$ cat src/design/mpqdk_mem.sv
// ----------------------------------------------------------------------------
// mpqdk_mem
// Entry store: one write port, one read port, read data registered.
// ----------------------------------------------------------------------------
module mpqdk_mem #(
  parameter int DEPTH = 64,
  parameter int WIDTH = 32,
  parameter int AW    = $clog2(DEPTH)
) (
  input  logic             clk,
  input  logic             we,
  input  logic [AW-1:0]    waddr,
  input  logic [WIDTH-1:0] wdata,
  input  logic             re,
  input  logic [AW-1:0]    raddr,
  output logic [WIDTH-1:0] rdata
);

  logic [WIDTH-1:0] mem [DEPTH];
  logic [WIDTH-1:0] rdata_r;

  // Write the entry
  always_ff @(posedge clk) begin
    if (we) begin
      mem[waddr] <= wdata;
    end
  end

  // Registered read
  always_ff @(posedge clk) begin
    if (re) begin
      rdata_r <= mem[raddr];
    end
  end

  assign rdata = rdata_r;

endmodule

$ cat config.mk
export PLATFORM = sky130hd
export DESIGN_NAME = mpqdk_mem
export DESIGN_NICKNAME = d
export VERILOG_FILES = /design/src/design/mpqdk_mem.sv
export SDC_FILE = /design/constraint.sdc
export NUM_CORES = 2
export LEC_CHECK = 0
export ABC_AREA = 0
export BUFFER_PORTS_ARGS = -buffer_cell sky130_fd_sc_hd__buf_2
export CORE_AREA = 2 2 432 434
export CTS_BUF_LIST = sky130_fd_sc_hd__clkbuf_8
export CTS_CLUSTER_SIZE = 16
export DETAILED_ROUTE_END_ITERATION = 16
export DIE_AREA = 0 0 434 436
export GPL_ROUTABILITY_DRIVEN = 0
export SYNTH_ARGS = -nofsm -noshare
export SYNTH_HDL_FRONTEND = slang
export SYNTH_SLANG_ARGS = --single-unit
$ cat constraint.sdc
create_clock -name clk -period 6.4 [get_ports clk]
set_input_delay 0.32 -clock clk [delete_from_list [all_inputs] [get_ports clk]]
set_output_delay 0.32 -clock clk [all_outputs]
set_load 0.01 [all_outputs]
==> results.yml <==
synth:
  synth_nets: 3371
  ys_types: 33
  yosysSeqAreaShare: 0.792
  avgSynthCellArea_sq_um: 23.7
  synth-edff-count: 2080
  synth-async-reset-ratio: 0
  synth_top_area_frac: 0.792
  synth_seq_cells: 2080
  ys.flop_type: "edfxtp_1"
  yosysTopAreaCell: "edfxtp_1"
  synthTopCellsByArea: "edfxtp_1 (79%), mux4_2 (16%), mux2i_1 (1.2%)"
  syn_area_sq_mm: 0.0788
  syn_inst: 3324
  yosys-top-cells-count: "edfxtp_1 (2080), mux4_2 (544), nor2_1 (137)"
  synth.most_common_cell: "edfxtp_1"
  yosysWarnings: 0
critical_path:
  arrival_ns: 3.63
  startpoint: "raddr[0]"
  path_class: "in2reg"
  start_kind: "input pin"
  worstPathRequired_ns: 7.07
  rrSetupSlack_ns: 3.75
  timing.rr.start: "mem[15][13]$_DFFE_PP_"
  ff2ff_path_depth: 4
  crit_fanout: 93
  reg2reg_to: "rdata[13]$_DFFE_PP_"
  endpoint_kind: "flip-flop"
finish:
  nNetsFinal: 3730
  drive_gt1_frac: 0.303
  fin_util: 0.481
  syn_to_final_growth_pct: 12.6
routing:
  drc_errors: 0
  met1_length_microns: 86500
  drtIter0Drc: 4901
  routedWlPerCell_microns: 32.7
  wl_met2_microns: 100000
  via_per_inst: 5.93
  drtPass1Iterations: 5
  vias: 37900
  ant_nets: 0
  dr.max_layer_used: "met5"
  wl_met3_microns: 16500
  routed_wl_microns: 209000
sta:
  final-setup-viol-count: 0
  finalClockSkew_ns: 0.0858
  slew_headroom: 0.157
  drv_slew: 0
  rsz0062_at_grt: "no"
  max_freq_mhz: 338
  period_share: 0.462
  hold_viol: 0
  fin_setup_tns_ns: 0
  worst_hold_slack_ns: 0.107
  finalCriticalPeriod_ns: 2.96
  worstMarginPinSlew_ns: 1.26
global_route:
  grtUsageTotal: 0.222
  grt_max_degree: 94
  grt_pass1_wl_microns: 294000
  antenna_found_initial: 29
  grt_pass1_vias: 38300
  grt_remaining_overflow: 0
status:
  run_status: "finished, final reports clean"
cts:
  cts_sinks: 2080
  cts_tree: "done"
  clock_latency_ns: 1.03
  cts_buffer_depth: 4
  cts_root_buffer: "clkbuf_8"
  clk_transition_reported_paths_ns: 0.05
  htreeDepth: 5
  numCtsBuffers: 344
  cts_setup_buffers: 0
power:
  cellPowerDensity_mw_per_mm2: 300
  leakagePower_uw: 0.0277
  vdd_ir_drop_max_v: 0.000166
die:
  rows: 158
  core_sq_mm: 0.185
  dieHeight_microns: 436
  dieWidth_microns: 434
  ios: 79
  start_util: 0.427
  die-area_sq_mm: 0.189
hold_path:
  hold_path.class: "in2reg"
  worstHoldStart: "wdata[1]"
  hold_end: "mem[12][1]$_DFFE_PP_"
  holdPathStages: 1
placement:
  hpwl_microns: 111000
  port_buffers: 78
run:
  cap_violations: 0
[state kept, by name, summed over array words and instances (netlist names)]
register / cells
rdata: 32
mem: 2048
[area by class of cell]
class / count / area [sq um]
flip-flops and latches: 2080 / 62500
repair buffers: 195 / 1440
well taps: 2480 / 3100
multi-input cells: 1062 / 16000
diodes: 8 / 20.0
fillers: 15000 / 95900
clock inverters: 211 / 887
clock buffers: 353 / 4860
[what timing repair did]
item / in CTS / in global routing
hold buffers: 12 / 0
gates resized for setup: 0 / 0
hold endpoints to repair: 463 / 0
[routing by layer]
metal	vias up	GRT usage
li1	15000	-
met5	-	0
met1	20600	0.321
met2	1832	0.346
met4	6	0.0655
met3	387	0.0405
[power by group]
part | leakage (uW) | internal, uW | total [uW] | switching [uW]
sequential | 0.0187 | 15100 | 15200 | 60.9
clock | 0.00337 | 5130 | 10100 | 5000
combinational | 0.00563 | 486 | 1340 | 850
[logic make-up after synthesis]
kind of cell | share of synthesized area
flip-flops | 0.792
multiplexers | 0.167
AND/OR/NAND/NOR | 0.0126
AO/OA/AOI/OAI | 0.0167
buffers and inverters | 0.0112
[worst max-delay path by stage]
stage	endpoint	depth (start not counted)
after floorplan	mem[48][0]$_DFFE_PP_	4
final	rdata[13]$_DFFE_PP_	6
after detailed placement	rdata[2]$_DFFE_PP_	6
after global placement	rdata[13]$_DFFE_PP_	6
after global routing	rdata[13]$_DFFE_PP_	6
after CTS	rdata[13]$_DFFE_PP_	6
[layout by cell type, fill, tap and decap left out, types with 8 or more instances in the layout]
| master | Yosys | layout |
|---|---|---|
| nand2_1 | 26 | 25 |
| edfxtp_1 | 2080 | 2080 |
| inv_1 | 0 | 109 |
| mux2i_1 | 93 | 93 |
| diode_2 | 0 | 8 |
| buf_12 | 0 | 8 |
| clkinv_1 | 0 | 73 |
| dlygate4sd3_1 | 0 | 12 |
| buf_4 | 25 | 97 |
| clkbuf_8 | 0 | 353 |
| nor2_1 | 137 | 75 |
| nor2_4 | 0 | 62 |
| mux4_2 | 544 | 544 |
| a21oi_1 | 62 | 62 |
| a311oi_1 | 8 | 8 |
| nor2b_1 | 15 | 14 |
| clkinv_2 | 0 | 25 |
| o22ai_1 | 84 | 84 |
| a22oi_1 | 12 | 12 |
| o221ai_1 | 27 | 27 |
| buf_2 | 57 | 74 |
[worst max-delay path, cell delays in order]
cell,delay (ns)
buf_8,0.47
buf_12,0.63
mux4_2,0.60
mux4_2,0.45
o22ai_1,0.83
nor2_1,0.12
[stage by stage]
step	setup WS [ns]	cell area (sq um)	total power, uW	instances
after floorplan	2.92	78800	16200	3324
after global placement	2.44	82900	16800	5805
after detailed placement	2.45	82900	16800	5805
after CTS	3.56	88700	26900	6381
after global routing	3.35	88700	27500	6385
final	3.44	88700	26700	6389
Power figures use the tool's default switching activity.
